<file path="config.mk">
export PLATFORM = sky130hd
export DESIGN_NAME = time_date_field_setter
export DESIGN_NICKNAME = d
export VERILOG_FILES = /design/src/hdl/tdfs_pkg.sv /design/src/hdl/tdfs_core.sv /design/src/hdl/tdfs_fmt.sv /design/src/hdl/time_date_field_setter.sv
export SDC_FILE = /design/constraint.sdc
export NUM_CORES = 1
export LEC_CHECK = 0
export ABC_AREA = 1
export BUFFER_PORTS_ARGS = -buffer_cell sky130_fd_sc_hd__buf_4
export CORE_MARGIN = 5
export CORE_UTILIZATION = 64
export CTS_CLUSTER_SIZE = 12
export DETAILED_ROUTE_END_ITERATION = 8
export GPL_TIMING_DRIVEN = 0
export PLACE_DENSITY_LB_ADDON = 0.1
export SYNTH_ARGS = -nofsm -noshare
export SYNTH_HDL_FRONTEND = slang
export SYNTH_SLANG_ARGS = --single-unit
export TNS_END_PERCENT = 50
</file>
<file path="constraint.sdc">
create_clock -name clk -period 8.4 [get_ports clk]
set_input_delay 0.84 -clock clk [delete_from_list [all_inputs] [get_ports clk]]
set_output_delay 0.84 -clock clk [all_outputs]
set_load 0.05 [all_outputs]
</file>
<file path="src/hdl/tdfs_pkg.sv">
// Shared types, codes and helper functions for the time/date field setter.
// No dependencies; every other file in hdl/ imports this package.
package tdfs_pkg;

  // Action codes carried in the input word.
  typedef enum logic [2:0] {
    ACT_REFRESH = 3'd0,
    ACT_NEXT    = 3'd1,
    ACT_DEC     = 3'd2,
    ACT_INC     = 3'd3,
    ACT_LOAD    = 3'd4
  } action_t;

  // Field selector codes.
  localparam logic [1:0] SEL_FIRST  = 2'd0;
  localparam logic [1:0] SEL_SECOND = 2'd1;
  localparam logic [1:0] SEL_THIRD  = 2'd2;

  // Field limits.
  localparam logic [5:0] HOUR_MAX   = 6'd23;
  localparam logic [5:0] MINSEC_MAX = 6'd59;
  localparam logic [5:0] MONTH_MAX  = 6'd12;
  localparam logic [5:0] YEAR_MAX   = 6'd40;
  localparam logic [5:0] ZERO_MIN   = 6'd0;
  localparam logic [5:0] ONE_MIN    = 6'd1;

  localparam logic [3:0] BLANK_CODE = 4'd15;

  typedef struct packed {
    logic [2:0] action;
    logic       blink_event;
    logic [4:0] load_hour;
    logic [5:0] load_minute;
    logic [5:0] load_second;
    logic [4:0] load_day;
    logic [3:0] load_month;
    logic [5:0] load_year;
  } in_word_t;

  typedef struct packed {
    logic [3:0] digit_0;
    logic [3:0] digit_1;
    logic [3:0] digit_2;
    logic [3:0] digit_3;
    logic [3:0] digit_4;
    logic [3:0] digit_5;
  } out_word_t;

  // What the display formatter needs from the state holder.
  typedef struct packed {
    logic [2:0][5:0] field;
    logic [1:0]      sel;
    logic            blink;
  } view_t;

  // Day limit of the month; years 0..63 are leap exactly when a multiple of 4.
  function automatic logic [5:0] month_days(input logic [3:0] month, input logic [5:0] year);
    logic [5:0] days;
    days = 6'd31;
    if (month == 4'd2) begin
      days = (year[1:0] == 2'b00) ? 6'd29 : 6'd28;
    end else if (month == 4'd4 || month == 4'd6 || month == 4'd9 || month == 4'd11) begin
      days = 6'd30;
    end
    return days;
  endfunction

  // Step v within lo..hi with wrap; a value above hi holds on up, one below lo holds on down.
  function automatic logic [5:0] step_wrap(input logic [5:0] v, input logic [5:0] lo,
                                           input logic [5:0] hi, input logic up);
    logic [5:0] r;
    r = v;
    if (up) begin
      if (v < hi) r = v + 6'd1;
      else if (v == hi) r = lo;
    end else begin
      if (v > lo) r = v - 6'd1;
      else if (v == lo) r = hi;
    end
    return r;
  endfunction

  // Tens digit of a 6-bit value: (v * 13) >> 7 is exact for v below 69.
  function automatic logic [3:0] tens_of(input logic [5:0] v);
    logic [9:0] prod;
    prod = {4'd0, v} * 10'd13;
    return {1'b0, prod[9:7]};
  endfunction

  function automatic logic [3:0] ones_of(input logic [5:0] v);
    logic [5:0] tens_x10;
    tens_x10 = {2'b00, tens_of(v)} * 6'd10;
    return 4'(v - tens_x10);
  endfunction

endpackage

</file>
<file path="src/hdl/tdfs_core.sv">
// State holder: time/date values, field selector and blink flag.
// Depends on tdfs_pkg; updates state on each processed word.
module tdfs_core
  import tdfs_pkg::*;
(
  input  logic     clk,
  input  logic     rst_n,
  input  logic     fire,
  input  in_word_t item,
  input  logic     show_date,
  output view_t    view
);

  logic [4:0] hour_r, hour_nxt;
  logic [5:0] minute_r, minute_nxt;
  logic [5:0] second_r, second_nxt;
  logic [4:0] day_r, day_nxt;
  logic [3:0] month_r, month_nxt;
  logic [5:0] year_r, year_nxt;
  logic [1:0] sel_r, sel_nxt;
  logic       blink_r, blink_nxt;
  logic       up;
  logic [5:0] day_lim;

  assign up      = (item.action == ACT_INC);
  assign day_lim = month_days(month_r, year_r);

  always_comb begin
    hour_nxt   = hour_r;
    minute_nxt = minute_r;
    second_nxt = second_r;
    day_nxt    = day_r;
    month_nxt  = month_r;
    year_nxt   = year_r;
    sel_nxt    = sel_r;
    blink_nxt  = blink_r;
    case (item.action)
      ACT_REFRESH: begin
        blink_nxt = blink_r ^ item.blink_event;
      end
      ACT_NEXT: begin
        sel_nxt = (sel_r == SEL_FIRST)  ? SEL_SECOND :
                  (sel_r == SEL_SECOND) ? SEL_THIRD  : SEL_FIRST;
      end
      ACT_DEC, ACT_INC: begin
        if (!show_date) begin
          case (sel_r)
            SEL_FIRST:  hour_nxt   = 5'(step_wrap({1'b0, hour_r}, ZERO_MIN, HOUR_MAX, up));
            SEL_SECOND: minute_nxt = step_wrap(minute_r, ZERO_MIN, MINSEC_MAX, up);
            SEL_THIRD:  second_nxt = step_wrap(second_r, ZERO_MIN, MINSEC_MAX, up);
            default: ;
          endcase
        end else begin
          case (sel_r)
            SEL_FIRST:  day_nxt   = 5'(step_wrap({1'b0, day_r}, ONE_MIN, day_lim, up));
            SEL_SECOND: month_nxt = 4'(step_wrap({2'b00, month_r}, ONE_MIN, MONTH_MAX, up));
            SEL_THIRD:  year_nxt  = step_wrap(year_r, ZERO_MIN, YEAR_MAX, up);
            default: ;
          endcase
        end
      end
      ACT_LOAD: begin
        hour_nxt   = item.load_hour;
        minute_nxt = item.load_minute;
        second_nxt = item.load_second;
        day_nxt    = item.load_day;
        month_nxt  = item.load_month;
        year_nxt   = item.load_year;
        sel_nxt    = SEL_FIRST;
        blink_nxt  = 1'b0;
      end
      default: ;
    endcase
  end

  always_ff @(posedge clk) begin
    if (!rst_n) begin
      hour_r   <= 5'd0;
      minute_r <= 6'd0;
      second_r <= 6'd0;
      day_r    <= 5'd1;
      month_r  <= 4'd1;
      year_r   <= 6'd0;
      sel_r    <= SEL_FIRST;
      blink_r  <= 1'b0;
    end else if (fire) begin
      hour_r   <= hour_nxt;
      minute_r <= minute_nxt;
      second_r <= second_nxt;
      day_r    <= day_nxt;
      month_r  <= month_nxt;
      year_r   <= year_nxt;
      sel_r    <= sel_nxt;
      blink_r  <= blink_nxt;
    end
  end

  // Blink as it stands after this refresh's toggle.
  always_comb begin
    view.sel   = sel_r;
    view.blink = blink_nxt;
    if (!show_date) begin
      view.field[0] = {1'b0, hour_r};
      view.field[1] = minute_r;
      view.field[2] = second_r;
    end else begin
      view.field[0] = {1'b0, day_r};
      view.field[1] = {2'b00, month_r};
      view.field[2] = year_r;
    end
  end

endmodule

</file>
<file path="src/hdl/tdfs_fmt.sv">
// Display formatter: three 6-bit fields to six decimal digits with blanking.
// Depends on tdfs_pkg (view_t, out_word_t, digit helpers).
module tdfs_fmt
  import tdfs_pkg::*;
(
  input  view_t     view,
  output out_word_t digits
);

  logic [2:0][3:0] tens;
  logic [2:0][3:0] ones;

  always_comb begin
    for (int k = 0; k < 3; k++) begin
      if (view.blink && (view.sel == 2'(k))) begin
        tens[k] = BLANK_CODE;
        ones[k] = BLANK_CODE;
      end else begin
        tens[k] = tens_of(view.field[k]);
        ones[k] = ones_of(view.field[k]);
      end
    end
  end

  assign digits.digit_0 = tens[0];
  assign digits.digit_1 = ones[0];
  assign digits.digit_2 = tens[1];
  assign digits.digit_3 = ones[1];
  assign digits.digit_4 = tens[2];
  assign digits.digit_5 = ones[2];

endmodule

</file>
<file path="src/hdl/time_date_field_setter.sv">
// Top level of the time/date field setter: input register, state, result register.
// Depends on tdfs_pkg, tdfs_core and tdfs_fmt.
//
// Button-driven clock and calendar setter for a six-digit display. Each input
// word carries one action: refresh, next field, decrement, increment or load.
// Only a refresh produces an output word: the three fields of the current mode
// (hour/minute/second when the mode bit is 0, day/month/year when it is 1) as six
// decimal digits, the selected pair shown as 15 (blank) while blink is on. A
// refresh with blink_event set toggles blink before the digits are formed; the
// 500 ms blink timer lives outside and drives blink_event. Edits wrap at each
// field's limits, the day limit follows the month, and February is 29 days in
// years that are multiples of four (year 0 included). Rate: one word per clock
// unless stalled. An accepted word sits in the input register, where the state
// update and the digit conversion (a multiply-by-13 reciprocal for the tens)
// happen in one pass, and a refresh's digits then land in the output register.
// The input keeps flowing while a finished output word waits; it stalls only
// when both registers are full and out_ready is low.
// Write the mode bit through cfg_we/cfg_wdata only while no word is in flight.
module time_date_field_setter
  import tdfs_pkg::*;
(
  input  logic      clk,
  input  logic      rst_n,
  input  logic      in_valid,
  output logic      in_ready,
  input  in_word_t  in_word,
  output logic      out_valid,
  input  logic      out_ready,
  output out_word_t out_word,
  input  logic      cfg_we,
  input  logic      cfg_wdata
);

  logic      in_valid_r;
  in_word_t  in_word_r;
  logic      out_valid_r;
  out_word_t out_word_r;
  logic      show_date_r;
  logic      fire;
  logic      is_refresh;
  view_t     view;
  out_word_t digits;

  // Process the held word when the result slot is free or draining this cycle.
  assign fire       = in_valid_r && (!out_valid_r || out_ready);
  assign in_ready   = !in_valid_r || fire;
  assign is_refresh = (in_word_r.action == ACT_REFRESH);

  // Mode register: take the write directly.
  always_ff @(posedge clk) begin
    if (!rst_n) begin
      show_date_r <= 1'b0;
    end else if (cfg_we) begin
      show_date_r <= cfg_wdata;
    end
  end

  // Input register: hold the word until it is processed.
  always_ff @(posedge clk) begin
    if (!rst_n) begin
      in_valid_r <= 1'b0;
    end else if (in_ready) begin
      in_valid_r <= in_valid;
    end
  end

  always_ff @(posedge clk) begin
    if (in_valid && in_ready) begin
      in_word_r <= in_word;
    end
  end

  tdfs_core u_core (
    .clk       (clk),
    .rst_n     (rst_n),
    .fire      (fire),
    .item      (in_word_r),
    .show_date (show_date_r),
    .view      (view)
  );

  tdfs_fmt u_fmt (
    .view   (view),
    .digits (digits)
  );

  // Result register: load on a processed refresh, drop once taken.
  always_ff @(posedge clk) begin
    if (!rst_n) begin
      out_valid_r <= 1'b0;
    end else if (fire && is_refresh) begin
      out_valid_r <= 1'b1;
    end else if (out_ready) begin
      out_valid_r <= 1'b0;
    end
  end

  always_ff @(posedge clk) begin
    if (fire && is_refresh) begin
      out_word_r <= digits;
    end
  end

  assign out_valid = out_valid_r;
  assign out_word  = out_word_r;

`ifndef NO_ASSERTIONS
  // Input stalls only when both stages are full and the output is blocked.
  a_stall_cause: assert property (@(posedge clk) disable iff (!rst_n)
    !in_ready |-> (in_valid_r && out_valid_r && !out_ready))
    else $error("input stalled without a full pipeline");

  // A processed refresh always presents a result next cycle.
  a_refresh_result: assert property (@(posedge clk) disable iff (!rst_n)
    (fire && is_refresh) |=> out_valid_r)
    else $error("refresh produced no result");

  // A non-refresh word never creates a result.
  a_no_spurious: assert property (@(posedge clk) disable iff (!rst_n)
    (fire && !is_refresh) |=> (out_valid_r == $past(out_valid_r && !out_ready)))
    else $error("result appeared for a non-refresh word");

  // A held result is never overwritten while it waits.
  a_no_overwrite: assert property (@(posedge clk) disable iff (!rst_n)
    (out_valid_r && !out_ready) |-> !fire)
    else $error("held result overwritten");
`endif

endmodule

</file>
# Word-level counts from Yosys, hierarchy flattened
# Cells that the tools add are included.
[word_totals] register_bits=98 latch_bits=0 ramBits=0 rom_bits=0 inputBits=42 out_inout_bits=26 elab_cells=190 memories=0
[op_classes] addsub=15 n_mul=6 div=0 n_lt_le_gt_ge=12 n_eq_ne=36 n_shift=0 muxes=61 bitwise=1 n_reduce_logical=31
[op_table] cell="2-to-1 mux 6 bit" n=21
[op_table] cell="2-to-1 mux 5 bit" n=14
[op_table] cell="2-to-1 mux 4 bit" n=10
[op_table] cell="one-hot mux 6 bit (2 select lines)" n=3
[op_table] cell="AND reduction 6 bit" n=6
[op_table] cell="multiplier 6 x 4 -> 10 bit, second input constant" n=3
[op_table] cell="!= test 4 x 1 -> 1 bit, second input constant" n=6
[op_table] cell="!= test 4 bit, second input constant" n=6
[op_table] cell="one-hot mux 5 bit (2 select lines)" n=2
[op_table] cell="adder 6 x 1 -> 6 bit, second input constant" n=3
[op_table] cell="equality test 6 bit, second input constant" n=3
[op_table] cell="> comparator 6 x 1 -> 1 bit, second input constant" n=3
[op_table] cell="zero test 6 bit" n=3
[op_table] cell="less-than comparator 6 bit, second input constant" n=3
[op_table] cell="2-to-1 mux 18 bit" n=1
[op_table] cell="subtractor 6 x 1 -> 6 bit, second input constant" n=3
[op_table] cell="equality test 4 bit, second input constant" n=3
[op_table] cell="subtractor 4 bit" n=3
[op_table] cell="adder 5 x 1 -> 5 bit, second input constant" n=2
[op_table] cell="> comparator 5 x 1 -> 1 bit, second input constant" n=2
[op_table] cell="subtractor 5 x 1 -> 5 bit, second input constant" n=2
[op_table] cell="multiplier 3 x 3 -> 3 bit, second input constant" n=3
[op_table] cell="equality test 4 x 3 -> 1 bit, second input constant" n=2
[op_table] cell="one-hot mux 4 bit (2 select lines)" n=1
[op_table] cell="32 further kinds" n=54

# Longest topological paths before layout
# Gate-level depths: netlist (run 1).
[logic_depth] depth_word=13 mapped_depth=26

# Modules after synthesis
# Synthesis (run 1) repeated with hierarchy kept, for this count alone.
[unflattened] hier_cells=921 area_unflattened_um2=7118.1
[by_module_without_submodules] mod="tdfs_core" n_inst=1 cells_per_inst=626 area_each_um2=3636.0 seq_area_each_um2=700.7
[by_module_without_submodules] mod="time_date_field_setter" n_inst=1 cells_per_inst=80 area_each_um2=1946.9 seq_area_each_um2=1861.8
[by_module_without_submodules] mod="tdfs_fmt" n_inst=1 cells_per_inst=215 area_each_um2=1535.2 seq_area_each_um2=0.0

# Worst setup path after synthesis (run 1)
# No wires, ideal clock.
[synth_path] path_kind="register -> register" startpoint="register show_date_r" endpoint="register out_word_r, in the netlist out_word[3] (data pin)" arrival_time_ps=3668 required_ps=8139 slack_ps=4471 path_stages_with_launch=27 n_path_buf=3 period_less_slack_ps=3929 path_cell_list="dfxtp_1 buf_4 buf_2 clkbuf_1 nand2_1 o21ai_0 inv_1 ha_1 fa_1 ha_1 nand2_1 inv_1 nand3_1 nand2_1 nand2_1 nand2_1 nand2_1 nand2_1 ha_1 inv_1 fa_1 xnor2_1 inv_1 nand2_1 nand2_1 nand2_1 nand3_1"
[synth_between] elab_chain_len=4
[synth_rtl] element="start: declaration" line_no="time_date_field_setter.sv:38" text="logic show_date_r;"
[synth_rtl] element="start signal: assignment" line_no="time_date_field_setter.sv:54" text="show_date_r <= cfg_wdata;"
[synth_rtl] element="2-to-1 mux 18 bit (*)" line_no="tdfs_core.sv:102" text="if (!show_date) begin"
[synth_rtl] element="multiplier 6 x 4 -> 10 bit" line_no="tdfs_pkg.sv:86" text="prod = {4'd0, v} * 10'd13;"
[synth_rtl] element="multiplier 3 x 3 -> 3 bit" line_no="tdfs_pkg.sv:92" text="tens_x10 = {2'b00, tens_of(v)} * 6'd10;"
[synth_rtl] element="subtractor 4 bit (*)" line_no="tdfs_pkg.sv:93" text="return 4'(v - tens_x10);"
[synth_rtl] element="end signal: assignment" line_no="time_date_field_setter.sv:100" text="out_word_r <= digits;"
[synth_rtl] element="end: declaration" line_no="time_date_field_setter.sv:37" text="out_word_t out_word_r;"
# Every way passes the cells marked *; elsewhere a longest branch is shown, timed or not.
# A chain may end at the register's enable or synchronous reset.

# Worst setup path after layout (run 1)
# Same ends and word-level chain as after synthesis.

==> results of run 1 <==
worst reg2reg max path, stage by stage (launching register included):
cell	delay (ns)
dfxtp_1	0.35
buf_4	0.18
buf_2	0.25
clkbuf_1	0.39
nand2_1	0.09
o21ai_0	0.17
inv_1	0.12
ha_1	0.31
fa_1	0.47
ha_1	0.29
nand2_1	0.05
inv_1	0.05
nand3_1	0.07
nand2_1	0.11
nand2_1	0.07
nand2_1	0.08
nand2_1	0.08
nand2_1	0.09
ha_1	0.14
inv_1	0.05
fa_1	0.37
xnor2_1	0.20
inv_1	0.06
nand2_1	0.08
nand2_1	0.05
nand2_1	0.06
nand3_1	0.07
layout make-up:
type                    instances  area share, %
repair buffers                 69           7.02
flip-flops and latches         98           33.2
well taps                     136           2.21
multi-input cells             638           48.0
clock inverters                 5          0.714
inverters                     110           5.35
plain buffers                  23           1.64
clock buffers                  11           1.83
layer usage:
metal	vias up	GRT usage, %	share of wire [%]
li1	3041	-	-
met1	2955	34.8	40
met2	323	48.2	49
met3	51	4.49	8.6
met4	0	10.3	2.5
met5	-	0	0
stage by stage:
step / hold slack [ns] / area (µm²) / instances / utilization (%) / worst slack (ns)
floorplan: 0.454 / 6800 / 869 / - / 4.47
global placement: 0.488 / 7470 / 1072 / 72.4 / 3.98
detailed placement: 0.504 / 7490 / 1073 / 72.5 / 3.90
CTS: 0.532 / 7680 / 1089 / 74.4 / 3.89
global route: 0.557 / 7710 / 1090 / 74.7 / 3.42
finish: 0.531 / 7710 / 1090 / 74.7 / 3.87
cells by family after synthesis:
group | Yosys count | synth area share [%]
compound gates | 143 | 12.1
simple gates | 402 | 25.5
flops | 98 | 37.7
buf+inv | 133 | 7.93
fa+ha+maj | 71 | 13.9
xor+xnor | 22 | 2.83
final timing paths:
path                                 start                           end  slack [ns]
setup / recovery  show_date_r$_SDFFE_PN0P_     out_word[3]$_SDFFCE_PP1P_        3.87
hold / removal     in_word_r[10]$_DFFE_PP_  u_core.day_r[0]$_SDFFE_PN1P_        0.53
setup reg to reg  show_date_r$_SDFFE_PN0P_     out_word[3]$_SDFFCE_PP1P_        3.87
hold reg to reg    in_word_r[10]$_DFFE_PP_  u_core.day_r[0]$_SDFFE_PN1P_        0.53
power groups by stage:
stage / clock (µW) / sequential (µW) / combinational [µW]
2_1_floorplan: 0 / 559 / 156
3_3_place_gp: 0 / 558 / 212
3_5_place_dp: 0 / 558 / 225
4_1_cts: 314 / 547 / 227
5_1_grt: 340 / 549 / 260
6_report: 313 / 548 / 231
cells in the mapped netlist, drive strengths merged (2+ instances only):
master	count
dfxtp	38
a22oi	2
xnor2	6
a31oi	3
nand4	11
o21a	2
fa	8
nor2	89
a21oi	59
o211ai	12
clkbuf	9
o22ai	3
o21bai	2
buf	14
nand2	212
inv	109
or2	9
nor3	7
xor2	16
nand3	70
o211a	2
edfxtp	60
nand3b	4
o21ai	53
ha	63
layout by cell type (no fill, tap or decap), types with 8 or more instances in the layout:
cell type / count
clkbuf_8: 10
o21ai_0: 37
a21oi_1: 56
buf_2: 8
o211ai_1: 11
nand3_1: 69
edfxtp_1: 60
or2_2: 9
nand2_1: 206
inv_1: 103
nand4_1: 10
buf_4: 69
ha_1: 63
dfxtp_1: 38
xor2_1: 16
o21ai_1: 15
fa_1: 8
clkbuf_1: 10
nor2_1: 82
registers in the layout, summed over array words and instances, names as in the netlist:
signal           count
show_date_r          1
u_core.blink_r       1
in_word_r           36
u_core.sel_r         2
in_valid_r           1
u_core.minute_r      6
out_word            24
out_valid            1
u_core.second_r      6
u_core.year_r        6
u_core.hour_r        5
u_core.day_r         5
u_core.month_r       4
==> out/metrics.cfg, run 1 <==
[run_status]
status = completed

[cells_and_area]
num-fill-cells = 798
syn_to_final_growth_pct = 13.4
multi_input_area_um2 = 3700
drive_above_1_share_pct = 13.8
antenna_cells = 0
layout.nets = 1062
regArea_um2 = 2560

[power]
power_uw = 1090
ir_drop_mv = 0.0988
p_comb_share_pct = 21.2
p_clk_share_pct = 28.7
power_density_nw_per_um2 = 142
leakagePower_uw = 0.00373
power_frac_seq_pct = 50.2
netSwitchingFraction_pct = 29.9
p_int_uw = 766
switchingPower_uw = 326

[timing]
worst_pin_slew_ns = 0.950
slew_viol_final = 0
skew_ns = 0.00981
finalSetupViolCount = 0
rsz0062_at_grt = no
setup-tns-final_ns = 0
period_needed_ns = 4.53
timing.fmax_mhz = 221
hold_violations = 0
slew_headroom_pct = 36.3
finalCritPeriodShare_pct = 53.9

[worst_setup_path]
crit_buf_inv = 7
max_stage_delay_ns = 0.47
cp_top_family = adder cells
path_class = flop to flop
cp_common_cell = nand2_1
cp.arrival_ns = 4.66
reg2reg_depth = 26
critPathRequiredTime_ns = 8.53
cp-end-kind = flop
critPathMaxFanout = 10
cpMaxStageDelayCell = fa_1
setup.worst_path.start_class = flop
cp_num_cells = 26

[route]
drt_iter0_drc = 567
dr.pass1.iters = 7
drc = 0
routedWlPerCell_um = 16.0
vias = 6370
viasPerCell = 5.84
totalWireLength_mm = 17.4
ant_nets = 0

[clocking]
hold_buffers = 0
clock_path_buffers = 2
htree_levels = 3
clk_latency_ns = 0.38
cts_buffers = 9
tritoncts = done
post_cts_buffers = 0
cts_sinks = 98
cts_resized = 0
clk_pin_slew_ns = 0.09
root_buffer = clkbuf_8

[floorplan]
die_w_um = 113
ios = 68
row_count = 37
dieArea_um2 = 12800
core_area_um2 = 10300
initial_utilization_pct = 65.9
die_h_um = 113

[grt]
antenna_found_initial = 0
grt_pass1_wl_mm = 28.7
grt_max_degree = 37
grt_pass1_vias = 6149
overflow = 0
grt.total_usage_pct = 27.7

[worst_hold_path]
hold_depth = 2
hp-class = flop to flop

[yosys]
synth_fp_nets = 982
yosysWarnings = 0
synth_area_um2 = 6800
synthDistinctLibCells = 46
ys.flop_type = edfxtp_1
seq_area_frac_synth_pct = 37.7
async_flop_share_pct = 0
ys_ff_latch = 98
synth_edf_count = 60
syn_avg_cell_area_um2 = 7.82
synth.top_cells.by_area = edfxtp_1 26%, ha_1 12%, nand2_1 11%
synth_top_cell_area_share_pct = 26.5
synthCells = 869
synth.largest_area_cell = edfxtp_1

[run]
cap_viol_max_count = 0

[placed_design]
place.port_buffers = 67
gp_congestion = 1.02
hpwl_mm = 13.2

No activity file was read; power rests on OpenSTA's default activity.
==> run 2, diff against run 1 <==
- ABC_AREA: 1 -> 0
- CORE_UTILIZATION: 64 -> 54
- clock period: 8.4 -> 3.65 ns (I/O delays scaled with it)
==> out/metrics.cfg, run 2 <==
[timing]
timing.fmax_mhz = 256  ; +16%
worst_pin_slew_ns = 0.752  ; -0.199 ns
slew_headroom_pct = 49.9  ; +14 points
hold_violations = 0  ; unchanged
rsz0062_at_grt = yes
setup_ws_ns = -0.257  ; -4.13 ns
slew_viol_final = 0  ; unchanged
finalSetupViolCount = 5  ; +5
skew_ns = 0.00759  ; -0.00222 ns
setup-tns-final_ns = -0.647  ; -0.647 ns
finalCritPeriodShare_pct = 107  ; +53 points
hold-worst-slack_ns = 0.183  ; -0.348 ns
period_needed_ns = 3.91  ; -0.625 ns

[worst_setup_path]
cp-end-kind = flop
setup.worst_path.start_class = flop
cp.arrival_ns = 4.01  ; -0.65 ns
critPathRequiredTime_ns = 3.75  ; -4.78 ns
timing.rr.start = show_date_r$_SDFFE_PN0P_
cp-startpoint = show_date_r$_SDFFE_PN0P_
crit_end = out_word[3]$_SDFFCE_PP1P_
timing.reg2reg.setup_slack_ns = -0.26  ; -4.13 ns
path_class = flop to flop
r2r-end = out_word[3]$_SDFFCE_PP1P_
critPathMaxFanout = 5  ; -5
reg2reg_depth = 18  ; -31%

[yosys]
async_flop_share_pct = 0  ; unchanged
synth.most_common_cell = ha_1
synthDistinctLibCells = 74  ; +61%
synth_area_um2 = 6730  ; -1.1%
ys.flop_type = edfxtp_1
seq_area_frac_synth_pct = 38.1  ; +0.41 points
synthCells = 719  ; -17%
synth_commonest_cells = 63 x ha_1, 62 x nand2_1, 61 x a21oi_1
synth_top_cell_area_share_pct = 26.8  ; +0.29 points
syn_avg_cell_area_um2 = 9.36  ; +20%
synth_edf_count = 60  ; unchanged
yosysWarnings = 0  ; unchanged
ys_ff_latch = 98  ; unchanged
synth.largest_area_cell = edfxtp_1
synth.top_cells.by_area = edfxtp_1 27%, ha_1 12%, dfxtp_1 11%
synth_fp_nets = 832  ; -15%

[floorplan]
initial_utilization_pct = 55.5  ; -10 points
die_h_um = 122  ; +7.6%
die_w_um = 122  ; +7.6%
ios = 68  ; unchanged
dieArea_um2 = 14800  ; +16%
row_count = 40  ; +8.1%
core_area_um2 = 12100  ; +17%

[cells_and_area]
final_common_cell = buf_4
layout.cells.most_common_list = 89 x buf_4, 60 x edfxtp_1, 58 x nand2_1
antenna_cells = 0  ; unchanged
largest_reg_flops = 36  ; unchanged
drive_above_1_share_pct = 24.8  ; +11 points
layout.nets = 926  ; -13%
stdcell_count = 986  ; -9.5%
syn_to_final_growth_pct = 24.0
largest_register = in_word_r

[run_status]
status = finished, violations left
violations = setup timing

[clocking]
cts_sinks = 98  ; unchanged
clock_path_buffers = 2  ; unchanged
tritoncts = done
hold_buffers = 0  ; unchanged
clk_pin_slew_ns = 0.07  ; -0.02 ns
htree_levels = 3  ; unchanged
root_buffer = clkbuf_16
cts_buffers = 9  ; unchanged
clk_latency_ns = 0.35  ; -0.03 ns

[route]
drt_iter0_drc = 365  ; -36%
ant_nets = 0  ; unchanged
totalWireLength_mm = 18.5  ; +6.3%
routedWlPerCell_um = 18.8  ; +18%
vias = 5915  ; -7.1%
dr.pass1.iters = 6  ; -1
viasPerCell = 6.00  ; +2.7%
drc = 0  ; unchanged

[grt]
grt_pass1_vias = 5901  ; -4.0%
grt_pass1_wl_mm = 30.0  ; +4.8%
antenna_found_initial = 0  ; unchanged
grt.total_usage_pct = 25.8  ; -1.9 points
grt_max_degree = 37  ; unchanged
overflow = 0  ; unchanged

[placed_design]
dp_cells = 956  ; -11%
gp_congestion = 0.947  ; -6.7%
place.port_buffers = 67  ; unchanged
hpwl_mm = 13.2  ; -0.28%

[power]
power_density_nw_per_um2 = 330  ; +130%
ir_drop_mv = 0.303  ; +210%
leakagePower_uw = 0.00353  ; -5.3%
power_uw = 2750  ; +150%

[worst_hold_path]
hold_depth = 1  ; -1
hp-class = input port to flop
min_from = in_word[21]

[run]
cap_viol_max_count = 0  ; unchanged

## run 2: worst min-delay path by stage
| stage | to | slack (ns) |
|---|---|---|
| after floorplan | in_word_r[0]$_DFFE_PP_ | 0.46 |
| after global placement | u_core.sel_r[0]$_SDFFE_PN0P_ | 0.48 |
| after detailed placement | u_core.sel_r[0]$_SDFFE_PN0P_ | 0.50 |
| after CTS | in_word_r[24]$_DFFE_PP_ | 0.17 |
| after global routing | in_word_r[21]$_DFFE_PP_ | 0.17 |
| final | in_word_r[21]$_DFFE_PP_ | 0.18 |
## run 2: cells by family after synthesis
kind of cell	synth area share (%)
adder cells (fa/ha/maj)	14.1
AO/OA/AOI/OAI	19.1
AND/OR/NAND/NOR	16.3
buffers and inverters	6.16
XOR/XNOR	3.14
multiplexers	3.11
flip-flops	38.1
## run 2: what timing repair did
action                                  CTS  global route
pin swaps                                30            19
gates resized for setup                  33            17
gates cloned                              1             0
setup buffers                            16             4
endpoints found under the setup margin    6             6
## run 2: area by class of cell
class                      instances  area (µm²)
clock buffer                      12         289
multi-input combinational        522        4090
inverter                          52         195
clock inverter                     4        52.6
timing repair buffer              90         711
tap                              168         210
sequential                        98        2570
buffer                            40         233
fill                             960        3770
## run 2: power breakdown
| group | switching, µW | internal [µW] |
|---|---|---|
| Combinational | 246 | 202 |
| Clock | 424 | 636 |
| Sequential | 29.6 | 1220 |
| Total | 699 | 2050 |
## run 2: metrics by stage
step	setup WS, ns	util [%]	area, µm²
after floorplan	-0.175	-	6860
after global placement	-0.504	62.5	7570
after detailed placement	-0.581	62.8	7610
after CTS	-0.283	68.2	8260
after global routing	-0.385	68.9	8340
final	-0.257	68.9	8340
## run 2: critical path: stages (launching register included)
cell and delay [ns]:
dfxtp_4 0.38, clkbuf_16 0.17, mux2_4 0.34, ha_4 0.27
inv_2 0.03, fa_1 0.52, inv_2 0.05, ha_4 0.26
nand4_1 0.09, a21oi_2 0.21, nor3_2 0.07, nor2_2 0.11
ha_2 0.19, inv_2 0.04, fa_2 0.39, xnor2_2 0.14
xnor2_1 0.13, xnor3_1 0.20, nand2_1 0.05
## run 2: per-layer routing
| metal | vias up | wire length (µm) | GRT usage (%) |
|---|---|---|---|
| met1 | 2789 | 8090 | 34.1 |
| met4 | 0 | 528 | 12.5 |
| met3 | 48 | 1290 | 4.55 |
| met5 | - | 0 | 0 |
| li1 | 2802 | - | - |
| met2 | 276 | 8580 | 41.1 |
==> run 3, diff against run 2 <==
- CORE_UTILIZATION: 54 -> 64
- MAX_ROUTING_LAYER: default -> met4
- TNS_END_PERCENT: 50 -> 20
- clock period: 3.65 -> 4.7 ns (I/O delays scaled with it)
==> out/metrics.cfg, run 3 (synthesis results as in run 2) <==
[route]
drt_iter0_drc = 436  ; +19%
viasPerCell = 6.31  ; +5.1%
vias = 5929  ; +0.24%
routedWlPerCell_um = 19.0  ; +1.1%
dr.pass1.iters = 7  ; +1
totalWireLength_mm = 17.8  ; -3.6%
drc = 0  ; unchanged
ant_nets = 0  ; unchanged

[grt]
grt_max_degree = 37  ; unchanged
antenna_found_initial = 0  ; unchanged
grt.total_usage_pct = 29.0  ; +3.2 points
grt_pass1_vias = 5811  ; -1.5%
grt_pass1_wl_mm = 28.6  ; -4.8%
overflow = 0  ; unchanged

[placed_design]
place.port_buffers = 67  ; unchanged
hpwl_mm = 13.2  ; about the same
gp_congestion = 0.973  ; +2.7%

[clocking]
cts_sinks = 98  ; unchanged
tritoncts = done
post_cts_buffers = 0  ; -16
cts_buffers = 9  ; unchanged
root_buffer = clkbuf_8
clk_pin_slew_ns = 0.10  ; +0.03 ns
htree_levels = 3  ; unchanged
clock_path_buffers = 2  ; unchanged
clk_latency_ns = 0.38  ; +0.03 ns

[cells_and_area]
finish.utilization_pct = 74.1  ; +5.2 points
largest_register = in_word_r
layout.nets = 912  ; -1.5%
syn_to_final_growth_pct = 13.2
antenna_cells = 0  ; unchanged
layout.cells.most_common_list = 74 x buf_4, 63 x ha_1, 62 x nand2_1
largest_reg_flops = 36  ; unchanged
drive_above_1_share_pct = 15.5  ; -9.3 points
final_common_cell = buf_4

[worst_setup_path]
cp.arrival_ns = 4.48  ; +0.47 ns
max_stage_delay_ns = 0.37  ; -0.15 ns
cp_top_family = adder cells
crit_buf_inv = 4  ; unchanged
cp_common_cell = ha_1
path_cells = buf_4 > buf_4 > mux2i_1 > inv_1 > ha_1 > ha_1 > ha_1 > a21oi_1 > nand2_1 > o21a_1 > nor2_1 > ha_1 > inv_1 > fa_1 > xnor2_1 > xnor2_1 > xnor3_1 > nand2_1
path_class = flop to flop
critPathRequiredTime_ns = 4.83  ; +1.08 ns
critPathMaxFanout = 18  ; +13
cp-end-kind = flop
cpMaxStageDelayCell = fa_1
setup.worst_path.start_class = flop

[floorplan]
dieArea_um2 = 12700  ; -14%
die_h_um = 113  ; -7.5%
initial_utilization_pct = 65.4  ; +9.9 points
core_area_um2 = 10300  ; -15%
ios = 68  ; unchanged
row_count = 37  ; -7.5%
die_w_um = 113  ; -7.5%

[timing]
timing.fmax_mhz = 230  ; -10%
period_needed_ns = 4.35  ; +0.444 ns
worst_pin_slew_ns = 0.886  ; +0.135 ns
slew_headroom_pct = 40.9  ; -9.0 points
finalSetupViolCount = 0  ; -5
rsz0062_at_grt = no
hold_violations = 0  ; unchanged
hold-worst-slack_ns = 0.261  ; +0.0783 ns
setup-tns-final_ns = 0  ; +0.647 ns
skew_ns = 0.0202  ; +0.0126 ns
slew_viol_final = 0  ; unchanged
finalCritPeriodShare_pct = 92.6  ; -14 points

[power]
power_uw = 1790  ; -35%
leakagePower_uw = 0.00335  ; -5.2%
power_density_nw_per_um2 = 235  ; -29%
ir_drop_mv = 0.204  ; -33%

[run_status]
status = completed

[run]
cap_viol_max_count = 0  ; unchanged

[worst_hold_path]
hp-class = input port to flop

==> run 3: worst reg2reg max path: cells and delay by family, from the launching register on <==
kind / cells / cell delay, ns
adders and majority gates: 5 / 1.53
buffers and inverters: 4 / 0.74
xor gates and xnor gates: 3 / 0.48
and+or+nand+nor: 3 / 0.39
AOI/OAI and AO/OA: 2 / 0.37
DFF: 1 / 0.33
muxes: 1 / 0.28
==> run 3: final cells by class <==
type	count	area [µm²]
Tap cell	136	170
Clock inverter	6	41.3
Fill cell	791	2660
Inverter	52	195
Clock buffer	10	138
Buffer	46	219
Timing Repair Buffer	70	529
Multi-Input combinational cell	522	3760
Sequential cell	98	2560
==> run 3: worst paths after layout <==
path,from,to,slack [ns],cells after the start
worst max-delay path,show_date_r$_SDFFE_PN0P_,out_word[3]$_SDFFCE_PP1P_,0.35,18
worst min register to register,u_core.sel_r[1]$_SDFFE_PN0P_,u_core.sel_r[1]$_SDFFE_PN0P_,0.52,2
worst min-delay path,in_word[15],in_word_r[15]$_DFFE_PP_,0.26,1
worst max register to register,show_date_r$_SDFFE_PN0P_,out_word[3]$_SDFFCE_PP1P_,0.35,18
==> run 3: power breakdown <==
group          internal (µW)  switching [µW]  total [µW]
clock network            207             305         512
registers                945            17.1         962
logic                    134             185         319
==> run 3: repair_timing <==
action                     CTS  global route
setup endpoints to repair    6             3
gates resized for setup      1             4
hold buffers                 0             0
==> run 3: metal layers <==
metal	global-route usage (%)	part of all wire, %
met1	36.0	40
met2	47.4	48
met3	4.20	8.4
met4	12.5	3.8
met5	-	0
==> run 3: stage by stage <==
step                std cells  worst slack [ns]  cell area [µm²]
floorplan                 719             0.486             6730
global route              940            0.0343             7620
CTS                       940             0.170             7610
finish                    940             0.349             7620
global placement          922            -0.449             7400
detailed placement        925            -0.556             7430
